<file path="src/rtl/gbw_pkg.sv">
// Package for the graph walker: item types, op and status codes.
// Used by the walker top level; depends on nothing.
`default_nettype none
package gbw_pkg;

    localparam int VW        = 5;
    localparam int VSLOTS    = 32;
    localparam int CW        = 6;
    localparam logic [CW-1:0] VCOUNT_RESET = 6'd32;

    localparam logic [1:0] OP_ADD_EDGE = 2'd0;
    localparam logic [1:0] OP_BFS      = 2'd1;
    localparam logic [1:0] OP_DFS      = 2'd2;

    localparam logic [1:0] ST_OK    = 2'd0;
    localparam logic [1:0] ST_RANGE = 2'd1;
    localparam logic [1:0] ST_FULL  = 2'd2;

    typedef struct packed {
        logic [1:0]    op;
        logic [VW-1:0] vertex_a;
        logic [VW-1:0] vertex_b;
    } t_in_item;

    typedef struct packed {
        logic [VW-1:0] visited_vertex;
        logic          last;
        logic [1:0]    status;
    } t_out_item;

    typedef enum logic [3:0] {
        S_IDLE,
        S_DECODE,
        S_EDGE1,
        S_EDGE2,
        S_REPLY,
        S_B_POP,
        S_B_CUR,
        S_B_EDGE,
        S_B_NBR,
        S_D_TOP,
        S_D_NBR,
        S_D_POPW,
        S_FLUSH
    } t_state;

endpackage
`default_nettype wire

</file>
<file path="src/rtl/gbw_ram.sv">
// Simple dual-port synchronous RAM, one write and one registered read port.
// Uses no package; instanced by the walker top level.
`default_nettype none
module gbw_ram #(
    parameter int WIDTH = 13,
    parameter int DEPTH = 128
) (
    input  wire logic                     i_clk,
    input  wire logic                     i_wr_en,
    input  wire logic [$clog2(DEPTH)-1:0] i_wr_addr,
    input  wire logic [WIDTH-1:0]         i_wr_data,
    input  wire logic                     i_rd_en,
    input  wire logic [$clog2(DEPTH)-1:0] i_rd_addr,
    output logic      [WIDTH-1:0]         o_rd_data
);
    logic [WIDTH-1:0] r_mem [DEPTH];

    always_ff @(posedge i_clk) begin
        if (i_wr_en) begin
            r_mem[i_wr_addr] <= i_wr_data;
        end
    end

    always_ff @(posedge i_clk) begin
        if (i_rd_en) begin
            o_rd_data <= r_mem[i_rd_addr];
        end
    end
endmodule
`default_nettype wire

</file>
<file path="src/rtl/graph_bfs_dfs_walker_unit.sv">
// Edge item: decode, one edge-pool write per direction, then the reply. Walks visit
// vertices breadth-first or depth-first, following each neighbor-list entry through a
// registered edge-pool read; one item at a time, input stalled until the last
// result is loaded out.
// Reset (synchronous, active low) empties all neighbor lists via per-vertex valid
// bits and sets vertex_count to 32; pool and work RAM need no clearing pass.
// Top level: graph walker; uses gbw_pkg and gbw_ram.
`default_nettype none
module graph_bfs_dfs_walker_unit #(
    parameter int MAX_VERTICES = 32,
    parameter int MAX_EDGES    = 64
) (
    input  wire logic               i_clk,
    input  wire logic               i_rst_n,
    input  wire logic               i_in_valid,
    output logic                    o_in_stall,
    input  wire gbw_pkg::t_in_item  i_in_item,
    output logic                    o_out_valid,
    input  wire logic               i_out_stall,
    output gbw_pkg::t_out_item      o_out_item,
    input  wire logic               i_cfg_we,
    input  wire logic [gbw_pkg::CW-1:0] i_cfg_data
);
    localparam int VW   = gbw_pkg::VW;
    localparam int POOL = 2 * MAX_EDGES;
    localparam int PW   = (POOL > 1) ? $clog2(POOL) : 1;
    localparam int LW   = $clog2(POOL + 1);          // link: 0 = null, else index+1
    localparam int AW   = $clog2(MAX_VERTICES);      // work RAM address
    localparam int SPW  = $clog2(MAX_VERTICES + 1);  // queue pointers, stack depth
    localparam int EW   = VW + LW;                   // {vertex, link}

    gbw_pkg::t_state r_state, n_state;
    gbw_pkg::t_in_item r_item;
    logic [gbw_pkg::CW-1:0] r_vcount;
    logic [LW-1:0] r_heads [gbw_pkg::VSLOTS];
    logic [gbw_pkg::VSLOTS-1:0] r_head_vld;
    logic [LW-1:0] r_used, n_used;
    logic [gbw_pkg::VSLOTS-1:0] r_vis, n_vis;
    logic [SPW-1:0] r_qh, n_qh, r_qt, n_qt, r_sp, n_sp;
    logic [VW-1:0] r_top_v, n_top_v;
    logic [LW-1:0] r_top_link, n_top_link, r_link, n_link;
    logic [VW-1:0] r_pend_v, n_pend_v;
    logic r_pend_vld, n_pend_vld;
    logic [1:0] r_status, n_status;
    logic r_ovld, n_ovld;
    gbw_pkg::t_out_item r_oitem, n_oitem;

    // head write port
    logic          head_we;
    logic [VW-1:0] head_wa;
    logic [LW-1:0] head_wd;

    // RAM ports
    logic          pool_we, pool_re, work_we, work_re;
    logic [PW-1:0] pool_wa, pool_ra;
    logic [AW-1:0] work_wa, work_ra;
    logic [EW-1:0] pool_wd, pool_rd, work_wd, work_rd;

    logic [VW-1:0] pool_v, work_v;
    logic [LW-1:0] pool_l, work_l;
    assign pool_v = pool_rd[EW-1:LW];
    assign pool_l = pool_rd[LW-1:0];
    assign work_v = work_rd[EW-1:LW];
    assign work_l = work_rd[LW-1:0];

    function automatic logic [LW-1:0] head_of(input logic [VW-1:0] v,
                                              input logic [gbw_pkg::VSLOTS-1:0] vld,
                                              input logic [LW-1:0] h);
        return vld[v] ? h : '0;
    endfunction

    // limit = min(vertex_count, MAX_VERTICES)
    logic [7:0] lim;
    logic       a_bad, b_bad, pool_full;
    assign lim = ({2'b0, r_vcount} > 8'(MAX_VERTICES)) ? 8'(MAX_VERTICES)
                                                       : {2'b0, r_vcount};
    assign a_bad = {3'b0, r_item.vertex_a} >= lim;
    assign b_bad = {3'b0, r_item.vertex_b} >= lim;
    assign pool_full = ({1'b0, r_used} + (LW+1)'(2)) > (LW+1)'(POOL);

    logic [LW-1:0] head_a, head_b, head_pool_v, head_work_v;
    assign head_a      = head_of(r_item.vertex_a, r_head_vld, r_heads[r_item.vertex_a]);
    assign head_b      = head_of(r_item.vertex_b, r_head_vld, r_heads[r_item.vertex_b]);
    assign head_pool_v = head_of(pool_v, r_head_vld, r_heads[pool_v]);
    assign head_work_v = head_of(work_v, r_head_vld, r_heads[work_v]);

    // The output register takes a new item when empty or being drained.
    logic can_emit, ok_emit;
    assign can_emit = !r_ovld || !i_out_stall;
    assign ok_emit  = !r_pend_vld || can_emit;

    logic [SPW-1:0] sp_m1, sp_m2;
    logic [LW-1:0]  link_m1, top_m1;
    assign sp_m1   = r_sp - SPW'(1);
    assign sp_m2   = r_sp - SPW'(2);
    assign link_m1 = r_link - LW'(1);
    assign top_m1  = r_top_link - LW'(1);

    assign o_in_stall  = (r_state != gbw_pkg::S_IDLE);
    assign o_out_valid = r_ovld;
    assign o_out_item  = r_oitem;

    // Next state.
    always_comb begin
        n_state = r_state;
        unique case (r_state)
            gbw_pkg::S_IDLE: begin
                if (i_in_valid) begin
                    n_state = gbw_pkg::S_DECODE;
                end
            end
            gbw_pkg::S_DECODE: begin
                priority if (r_item.op == gbw_pkg::OP_ADD_EDGE) begin
                    n_state = (a_bad || b_bad || pool_full) ? gbw_pkg::S_REPLY
                                                            : gbw_pkg::S_EDGE1;
                end else if (r_item.op == gbw_pkg::OP_BFS) begin
                    n_state = a_bad ? gbw_pkg::S_REPLY : gbw_pkg::S_B_POP;
                end else if (r_item.op == gbw_pkg::OP_DFS) begin
                    n_state = a_bad ? gbw_pkg::S_REPLY : gbw_pkg::S_D_TOP;
                end else begin
                    n_state = gbw_pkg::S_IDLE;
                end
            end
            gbw_pkg::S_EDGE1: n_state = gbw_pkg::S_EDGE2;
            gbw_pkg::S_EDGE2: n_state = gbw_pkg::S_REPLY;
            gbw_pkg::S_REPLY, gbw_pkg::S_FLUSH: begin
                if (can_emit) begin
                    n_state = gbw_pkg::S_IDLE;
                end
            end
            gbw_pkg::S_B_POP: begin
                n_state = (r_qh == r_qt) ? gbw_pkg::S_FLUSH : gbw_pkg::S_B_CUR;
            end
            gbw_pkg::S_B_CUR: begin
                if (ok_emit) begin
                    n_state = gbw_pkg::S_B_EDGE;
                end
            end
            gbw_pkg::S_B_EDGE: begin
                n_state = (r_link == '0) ? gbw_pkg::S_B_POP : gbw_pkg::S_B_NBR;
            end
            gbw_pkg::S_B_NBR: n_state = gbw_pkg::S_B_EDGE;
            gbw_pkg::S_D_TOP: begin
                priority if (r_top_link != '0) begin
                    n_state = gbw_pkg::S_D_NBR;
                end else if (r_sp == SPW'(1)) begin
                    n_state = gbw_pkg::S_FLUSH;
                end else begin
                    n_state = gbw_pkg::S_D_POPW;
                end
            end
            gbw_pkg::S_D_NBR: begin
                if (r_vis[pool_v] || ok_emit) begin
                    n_state = gbw_pkg::S_D_TOP;
                end
            end
            gbw_pkg::S_D_POPW: n_state = gbw_pkg::S_D_TOP;
            default: n_state = gbw_pkg::S_IDLE;
        endcase
    end

    // Datapath and memory control.
    always_comb begin
        n_used     = r_used;
        n_vis      = r_vis;
        n_qh       = r_qh;
        n_qt       = r_qt;
        n_sp       = r_sp;
        n_top_v    = r_top_v;
        n_top_link = r_top_link;
        n_link     = r_link;
        n_pend_v   = r_pend_v;
        n_pend_vld = r_pend_vld;
        n_status   = r_status;
        n_ovld     = r_ovld && i_out_stall;
        n_oitem    = r_oitem;
        head_we = 1'b0;  head_wa = '0;  head_wd = '0;
        pool_we = 1'b0;  pool_wa = '0;  pool_wd = '0;
        pool_re = 1'b0;  pool_ra = '0;
        work_we = 1'b0;  work_wa = '0;  work_wd = '0;
        work_re = 1'b0;  work_ra = '0;
        unique case (r_state)
            gbw_pkg::S_IDLE: ;
            gbw_pkg::S_DECODE: begin
                n_status   = (a_bad || (r_item.op == gbw_pkg::OP_ADD_EDGE && b_bad))
                             ? gbw_pkg::ST_RANGE
                             : (pool_full ? gbw_pkg::ST_FULL : gbw_pkg::ST_OK);
                n_vis      = '0;
                n_vis[r_item.vertex_a] = 1'b1;
                n_pend_vld = 1'b0;
                if (r_item.op == gbw_pkg::OP_BFS) begin
                    // seed the queue with the start vertex
                    work_we = 1'b1;
                    work_wa = '0;
                    work_wd = {r_item.vertex_a, LW'(0)};
                    n_qh    = '0;
                    n_qt    = SPW'(1);
                end else if (r_item.op == gbw_pkg::OP_DFS) begin
                    // start vertex is emitted first; top of stack held in registers
                    n_pend_v   = r_item.vertex_a;
                    n_pend_vld = 1'b1;
                    n_top_v    = r_item.vertex_a;
                    n_top_link = head_a;
                    n_sp       = SPW'(1);
                end
            end
            gbw_pkg::S_EDGE1: begin
                pool_we = 1'b1;
                pool_wa = r_used[PW-1:0];
                pool_wd = {r_item.vertex_b, head_a};
                head_we = 1'b1;
                head_wa = r_item.vertex_a;
                head_wd = r_used + LW'(1);
                n_used  = r_used + LW'(1);
            end
            gbw_pkg::S_EDGE2: begin
                pool_we = 1'b1;
                pool_wa = r_used[PW-1:0];
                pool_wd = {r_item.vertex_a, head_b};
                head_we = 1'b1;
                head_wa = r_item.vertex_b;
                head_wd = r_used + LW'(1);
                n_used  = r_used + LW'(1);
            end
            gbw_pkg::S_REPLY: begin
                if (can_emit) begin
                    n_ovld  = 1'b1;
                    n_oitem = '{visited_vertex: '0, last: 1'b1, status: r_status};
                end
            end
            gbw_pkg::S_FLUSH: begin
                if (can_emit) begin
                    n_ovld     = 1'b1;
                    n_oitem    = '{visited_vertex: r_pend_v, last: 1'b1,
                                   status: gbw_pkg::ST_OK};
                    n_pend_vld = 1'b0;
                end
            end
            gbw_pkg::S_B_POP: begin
                if (r_qh != r_qt) begin
                    work_re = 1'b1;
                    work_ra = r_qh[AW-1:0];
                    n_qh    = r_qh + SPW'(1);
                end
            end
            gbw_pkg::S_B_CUR: begin
                if (ok_emit) begin
                    if (r_pend_vld) begin
                        n_ovld  = 1'b1;
                        n_oitem = '{visited_vertex: r_pend_v, last: 1'b0,
                                    status: gbw_pkg::ST_OK};
                    end
                    n_pend_v   = work_v;
                    n_pend_vld = 1'b1;
                    n_link     = head_work_v;
                end
            end
            gbw_pkg::S_B_EDGE: begin
                if (r_link != '0) begin
                    pool_re = 1'b1;
                    pool_ra = link_m1[PW-1:0];
                end
            end
            gbw_pkg::S_B_NBR: begin
                if (!r_vis[pool_v]) begin
                    n_vis[pool_v] = 1'b1;
                    work_we = 1'b1;
                    work_wa = r_qt[AW-1:0];
                    work_wd = {pool_v, LW'(0)};
                    n_qt    = r_qt + SPW'(1);
                end
                n_link = pool_l;
            end
            gbw_pkg::S_D_TOP: begin
                if (r_top_link != '0) begin
                    pool_re = 1'b1;
                    pool_ra = top_m1[PW-1:0];
                end else if (r_sp != SPW'(1)) begin
                    work_re = 1'b1;
                    work_ra = sp_m2[AW-1:0];
                end
            end
            gbw_pkg::S_D_NBR: begin
                if (r_vis[pool_v]) begin
                    n_top_link = pool_l;
                end else if (ok_emit) begin
                    if (r_pend_vld) begin
                        n_ovld  = 1'b1;
                        n_oitem = '{visited_vertex: r_pend_v, last: 1'b0,
                                    status: gbw_pkg::ST_OK};
                    end
                    n_pend_v      = pool_v;
                    n_pend_vld    = 1'b1;
                    n_vis[pool_v] = 1'b1;
                    // push the old top with its advanced link, descend into pool_v
                    work_we    = 1'b1;
                    work_wa    = sp_m1[AW-1:0];
                    work_wd    = {r_top_v, pool_l};
                    n_top_v    = pool_v;
                    n_top_link = head_pool_v;
                    n_sp       = r_sp + SPW'(1);
                end
            end
            gbw_pkg::S_D_POPW: begin
                n_top_v    = work_v;
                n_top_link = work_l;
                n_sp       = sp_m1;
            end
            default: ;
        endcase
    end

    always_ff @(posedge i_clk) begin
        if (!i_rst_n) begin
            r_state    <= gbw_pkg::S_IDLE;
            r_vcount   <= gbw_pkg::VCOUNT_RESET;
            r_head_vld <= '0;
            r_used     <= '0;
            r_vis      <= '0;
            r_qh       <= '0;
            r_qt       <= '0;
            r_sp       <= '0;
            r_pend_vld <= 1'b0;
            r_ovld     <= 1'b0;
        end else begin
            r_state    <= n_state;
            if (i_cfg_we) begin
                r_vcount <= i_cfg_data;
            end
            if (head_we) begin
                r_head_vld[head_wa] <= 1'b1;
            end
            r_used     <= n_used;
            r_vis      <= n_vis;
            r_qh       <= n_qh;
            r_qt       <= n_qt;
            r_sp       <= n_sp;
            r_pend_vld <= n_pend_vld;
            r_ovld     <= n_ovld;
        end
    end

    // Payload registers, no reset.
    always_ff @(posedge i_clk) begin
        if (r_state == gbw_pkg::S_IDLE && i_in_valid) begin
            r_item <= i_in_item;
        end
        if (head_we) begin
            r_heads[head_wa] <= head_wd;
        end
        r_top_v    <= n_top_v;
        r_top_link <= n_top_link;
        r_link     <= n_link;
        r_pend_v   <= n_pend_v;
        r_status   <= n_status;
        r_oitem    <= n_oitem;
    end

    gbw_ram #(.WIDTH(EW), .DEPTH(POOL)) u_pool (
        .i_clk     (i_clk),
        .i_wr_en   (pool_we),
        .i_wr_addr (pool_wa),
        .i_wr_data (pool_wd),
        .i_rd_en   (pool_re),
        .i_rd_addr (pool_ra),
        .o_rd_data (pool_rd)
    );

    // BFS queue or DFS stack, never both in one walk.
    gbw_ram #(.WIDTH(EW), .DEPTH(MAX_VERTICES)) u_work (
        .i_clk     (i_clk),
        .i_wr_en   (work_we),
        .i_wr_addr (work_wa),
        .i_wr_data (work_wd),
        .i_rd_en   (work_re),
        .i_rd_addr (work_ra),
        .o_rd_data (work_rd)
    );

`ifndef SYNTHESIS
    a_sp_bound: assert property (@(posedge i_clk) disable iff (!i_rst_n)
        ({1'b0, r_sp} <= (SPW+1)'(MAX_VERTICES)))
        else $error("stack depth beyond vertex count");

    a_queue_order: assert property (@(posedge i_clk) disable iff (!i_rst_n)
        (r_state == gbw_pkg::S_B_POP || r_state == gbw_pkg::S_B_CUR) |-> (r_qh <= r_qt))
        else $error("queue head passed tail");

    a_flush_last: assert property (@(posedge i_clk) disable iff (!i_rst_n)
        (r_state == gbw_pkg::S_FLUSH && can_emit) |=> (r_ovld && r_oitem.last))
        else $error("walk ended without last item");

    a_flush_pending: assert property (@(posedge i_clk) disable iff (!i_rst_n)
        (r_state == gbw_pkg::S_FLUSH) |-> r_pend_vld)
        else $error("walk ended with nothing visited");

    a_used_bound: assert property (@(posedge i_clk) disable iff (!i_rst_n)
        ({1'b0, r_used} <= (LW+1)'(POOL)))
        else $error("edge pool overrun");
`endif
endmodule
`default_nettype wire
</file>
<file path="config.mk">
export PLATFORM = sky130hd
export DESIGN_NAME = graph_bfs_dfs_walker_unit
export DESIGN_NICKNAME = d
export VERILOG_FILES = /design/src/rtl/gbw_pkg.sv /design/src/rtl/gbw_ram.sv /design/src/rtl/graph_bfs_dfs_walker_unit.sv
export SDC_FILE = /design/constraint.sdc
export NUM_CORES = 2
export LEC_CHECK = 0
export BUFFER_PORTS_ARGS = -buffer_cell sky130_fd_sc_hd__buf_2
export CAP_MARGIN = 15
export CELL_PAD_IN_SITES_DETAIL_PLACEMENT = 1
export CELL_PAD_IN_SITES_GLOBAL_PLACEMENT = 2
export CORE_AREA = 2 2 463 465
export CTS_CLUSTER_DIAMETER = 150
export DETAILED_ROUTE_END_ITERATION = 10
export DIE_AREA = 0 0 465 467
export PLACE_DENSITY = 0.85
export REMOVE_ABC_BUFFERS = 1
export SLEW_MARGIN = 15
export SYNTH_ARGS = -nofsm -noshare
export SYNTH_HDL_FRONTEND = slang
export SYNTH_SLANG_ARGS = --single-unit
export TNS_END_PERCENT = 100
</file>
<file path="constraint.sdc">
create_clock -name i_clk -period 12.4 [get_ports i_clk]
set_input_delay 2.48 -clock i_clk [delete_from_list [all_inputs] [get_ports i_clk]]
set_output_delay 2.48 -clock i_clk [all_outputs]
set_load 0.005 [all_outputs]
</file>
==> results list <==
- Result of the run: complete, no violations
- Post-synthesis instance area: 108000 µm²
- I/O Pins: 33
- The netlist uses 81 different library cells.
- Starting density of the core: 0.508
* CP Capture Type: register
- The complex-gate fraction of the synthesized area came to 0.0666.
- In this run the cell area measured after placement is 112000 µm².
- After clock tree synthesis, the clock-pin slew on the worst setup and hold paths is 60 ps.
- Highest routing layer actually used: met5
* Critical path data arrival time: 7000 ps
* Maximum resistive drop on vdd: 0.162 mV
* Area grow syn2layout: 11.6%
- Most common cell on crit path: sky130_fd_sc_hd__buf_4
- Critical path, cell by cell: inv_1 > ha_1 > or3b_2 > o211ai_4 > buf_4 > and2_4 > buf_12 > buf_4 > mux4_2 > a22oi_1 > nand2_1 > o41ai_1 > nand3_1
- Endpoint required time on the critical path: 13040 ps
* Fraction of layout cells with a size suffix above 1: 0.170
- Number of warnings reported in the yosys synthesis log: 0
- Number of buffers and inverters on the critical path: 4
- The initialized floorplan defines 169 standard-cell rows.
* Hold-fix buffer count after cts: 0
* Min cycle time layout: 6370 ps
- The setup path with the least slack is of type reg2reg.
- In this design, the largest share of critical-path delay is due to buffers and inverters.
- Of the synthesized area, sequential elements account for 0.693.
- Pwr/cell area: 151 nW/µm²
- Max-slew violations: 0
* Floorplan die height: 467 µm
- Maximum clock skew at final layout: 60.4 ps
* Combinational family with the most area after synthesis: multiplexers
- At the pin with the least slew margin, the transition time is 1290 ps.
* Critical path peak fanout: 122
- In the finished design, the share of the clock period the worst path needs comes to 0.513.
- Top flip-flop cell by instance count after synthesis: sky130_fd_sc_hd__edfxtp_1
- Top post-synthesis cells by area: sky130_fd_sc_hd__edfxtp_1 (67%), sky130_fd_sc_hd__mux4_2 (9.5%), sky130_fd_sc_hd__nand2_1 (4.8%), sky130_fd_sc_hd__dfxtp_1 (2.1%), sky130_fd_sc_hd__mux2i_1 (1.5%)
- Counting along the longest clock path gives a buffer depth of 4.
* Overall routed net length: 336000 µm
- NumNets Final: 7351
- The number of global-route vias before repair is 70400.
- Worst hold-check path type: reg2reg
- Count of clock tree sinks: 2522
- For this block, the via count after detailed routing is 68300.
- For this run, the total global-route usage over all layers was measured as 0.306.
- The first global-routing pass estimated 488000 µm of wire.
- Final Hold Fails: 0
* Max stage delay on crit path: 740 ps
* Initial antenna violation count: 8
- Peak Freq: 157 MHz
- Detailed placement ended at an HPWL of 196000 µm.
* Clock root buffer master: sky130_fd_sc_hd__clkbuf_16
- Worst Setup Start Kind: register
* Global placement routability congestion: 0.873
- Cell at the slowest stage of the critical path: sky130_fd_sc_hd__buf_4
- Setup violations remaining at the end of the flow were counted as 0.
- The biggest area contributor in the post-synthesis netlist is sky130_fd_sc_hd__edfxtp_1.
- The cell count after synthesis came out at 7198.
- Dividing the detail-routed via count by the number of cells gives 6.62.
- The die covers 217000 µm².
* Routed wirelength normalized by instance count: 32.5 µm
* Fraction of registers with async set or reset after synthesis: 0
- Setup TNS after final layout: 0 ps
- Post-CTS repair changed the size of 0 cells.
* Register bit total from synthesis: 2522
* Avg Synthesized Cell Area: 14.9 µm²
- Post-CTS setup repair buffer count: 0
- Multiplexer share of the synthesized area: 0.111
- DRC Markers: 0
- Width of the die: 465 µm
- Simple-gate share of the synthesized area: 0.0993
- Clock latency of the later-clocked register in the worst-skew pair: 950 ps
* TritonCTS clock tree: yes
- The floorplan step defined a core boundary enclosing 212000 µm².
- Of the post-synthesis cell area, the dominant cell type holds 0.673.
* M1 wire length: 129000 µm
- For this run the aggregate overflow at the end of global routing stands at 0.
- Number of synthesized flops with an enable pin: 2410
- Maximum number of pins on one net before global-route repair: 209
- After routing the design area is 120000 µm².
- Total iterations of the first detailed-routing run: 6
- H-tree Lvls: 5
- Setup repair after global routing missed its margin: false
- Synthesized-area fraction occupied by xor and xnor cells: 0.00317
- In the detailed route, the total length drawn on met3 is 29900 µm.
* Relative max-transition margin: 0.136
- Number of DRC markers in iteration 0: 8332
- In this run the static leakage power is 0.0405 µW.
* IO Port Bufs: 32
* Clock buffers created by TritonCTS: 284
* Post-synthesis share of cell area spent on full adders, half adders and majority gates: 0.00279
- ANT nets after route: 0
- Max-cap violations in this run came to 0.
- Met2 wire len: 162000 µm
-- cells by family (layout without fill, tap and decap cells) --
family,Yosys count,count (layout)
fa+ha+maj,24,24
buf+inv,524,823
compound gates,998,998
mux,627,627
flops,2522,2522
xor+xnor,39,39
simple gates,2464,2464
other cells,0,2
-- stage by stage --
stage / utilization / total power, µW / setup WS, ps / instances / hold WS, ps
3_5_place_dp: 0.527 / 10400 / 6100 / 9838 / 472
3_3_place_gp: 0.527 / 10400 / 6300 / 9838 / 460
6_report: 0.567 / 18100 / 6030 / 10300 / 485
5_1_grt: 0.567 / 18500 / 5840 / 10300 / 518
4_1_cts: 0.567 / 18200 / 6090 / 10300 / 486
2_1_floorplan: - / 10100 / 1340 / 6701 / 446
-- registers in the layout (all words and copies together) (netlist names), 12 cells and up, named ones only --
| name | cells |
|---|---|
| r_head_vld | 32 |
| r_item | 12 |
| u_pool.r_mem | 1664 |
| r_vis | 32 |
| u_pool.o_rd_data | 13 |
| u_work.r_mem | 416 |
| u_work.o_rd_data | 13 |
| r_heads | 256 |
-- worst paths after layout --
check / start / endpoint / slack (ps) / depth (start not counted)
setup / recovery: r_link[0]$_DFFE_PP_ / u_pool.o_rd_data[0]$_DFFE_PP_ / 6030 / 13
setup reg to reg: r_link[0]$_DFFE_PP_ / u_pool.o_rd_data[0]$_DFFE_PP_ / 6030 / 13
hold reg to reg: r_vis[15]$_SDFFE_PN0P_ / r_vis[15]$_SDFFE_PN0P_ / 480 / 2
hold / removal: r_vis[15]$_SDFFE_PN0P_ / r_vis[15]$_SDFFE_PN0P_ / 480 / 2
-- synthesized netlist by cell type, types with 56 or more instances --
cell type and number:
sky130_fd_sc_hd__a211oi_1 136, sky130_fd_sc_hd__a21oi_1 110, sky130_fd_sc_hd__a22oi_1 102, sky130_fd_sc_hd__a311oi_1 132, sky130_fd_sc_hd__a31oi_1 102, sky130_fd_sc_hd__a32oi_1 120, sky130_fd_sc_hd__and2_1 108, sky130_fd_sc_hd__and3_1 101
sky130_fd_sc_hd__buf_2 116, sky130_fd_sc_hd__clkbuf_1 270, sky130_fd_sc_hd__dfxtp_1 112, sky130_fd_sc_hd__edfxtp_1 2410, sky130_fd_sc_hd__mux2i_1 160, sky130_fd_sc_hd__mux4_2 456, sky130_fd_sc_hd__nand2_1 1379, sky130_fd_sc_hd__nand3_1 295
sky130_fd_sc_hd__nor2_1 380, sky130_fd_sc_hd__nor3_1 56, sky130_fd_sc_hd__o21ai_0 114, sky130_fd_sc_hd__o22ai_1 81
-- area by class of cell --
cell class                 count  area [µm²]
antenna                        2        5.00
multi-input combinational   4152       31000
clock inverter               131         893
tap                         2821        3530
timing repair buffer         317        2420
fill                       19500       91600
clock buffer                 348        7480
inverter                      27         101
sequential                  2522       74600
-- worst reg2reg max path: stages, from the launching register on --
cell and delay [ps]:
sky130_fd_sc_hd__edfxtp_1 410, sky130_fd_sc_hd__inv_1 170, sky130_fd_sc_hd__ha_1 190, sky130_fd_sc_hd__or3b_2 510, sky130_fd_sc_hd__o211ai_4 220, sky130_fd_sc_hd__buf_4 460
sky130_fd_sc_hd__and2_4 660, sky130_fd_sc_hd__buf_12 660, sky130_fd_sc_hd__buf_4 900, sky130_fd_sc_hd__mux4_2 650, sky130_fd_sc_hd__a22oi_1 220, sky130_fd_sc_hd__nand2_1 140
sky130_fd_sc_hd__o41ai_1 740, sky130_fd_sc_hd__nand3_1 180
-- per-layer routing --
layer,GRT usage,up-vias
li1,-,28300
met1,0.407,35600
met2,0.497,3623
met3,0.0614,789
met4,0.124,6
met5,0,-
-- power breakdown --
part           total [µW]  switching (µW)  leakage, µW  internal [µW]
Combinational         833             530       0.0120            303
Sequential           9450             128       0.0244           9320
Clock                7840            3350      0.00410           4490
Total               18100            4010       0.0405          14100
-- layout by cell type, fill, tap and decap left out, types with 131 or more instances in the layout --
cell type and n:
sky130_fd_sc_hd__a211oi_1 136, sky130_fd_sc_hd__nand2_1 1376, sky130_fd_sc_hd__edfxtp_1 2410, sky130_fd_sc_hd__nand3_1 295, sky130_fd_sc_hd__nor2_1 318, sky130_fd_sc_hd__a311oi_1 131, sky130_fd_sc_hd__mux4_2 456, sky130_fd_sc_hd__clkbuf_16 290
sky130_fd_sc_hd__mux2i_1 160, sky130_fd_sc_hd__buf_4 275
Power figures use the tool's default switching activity.
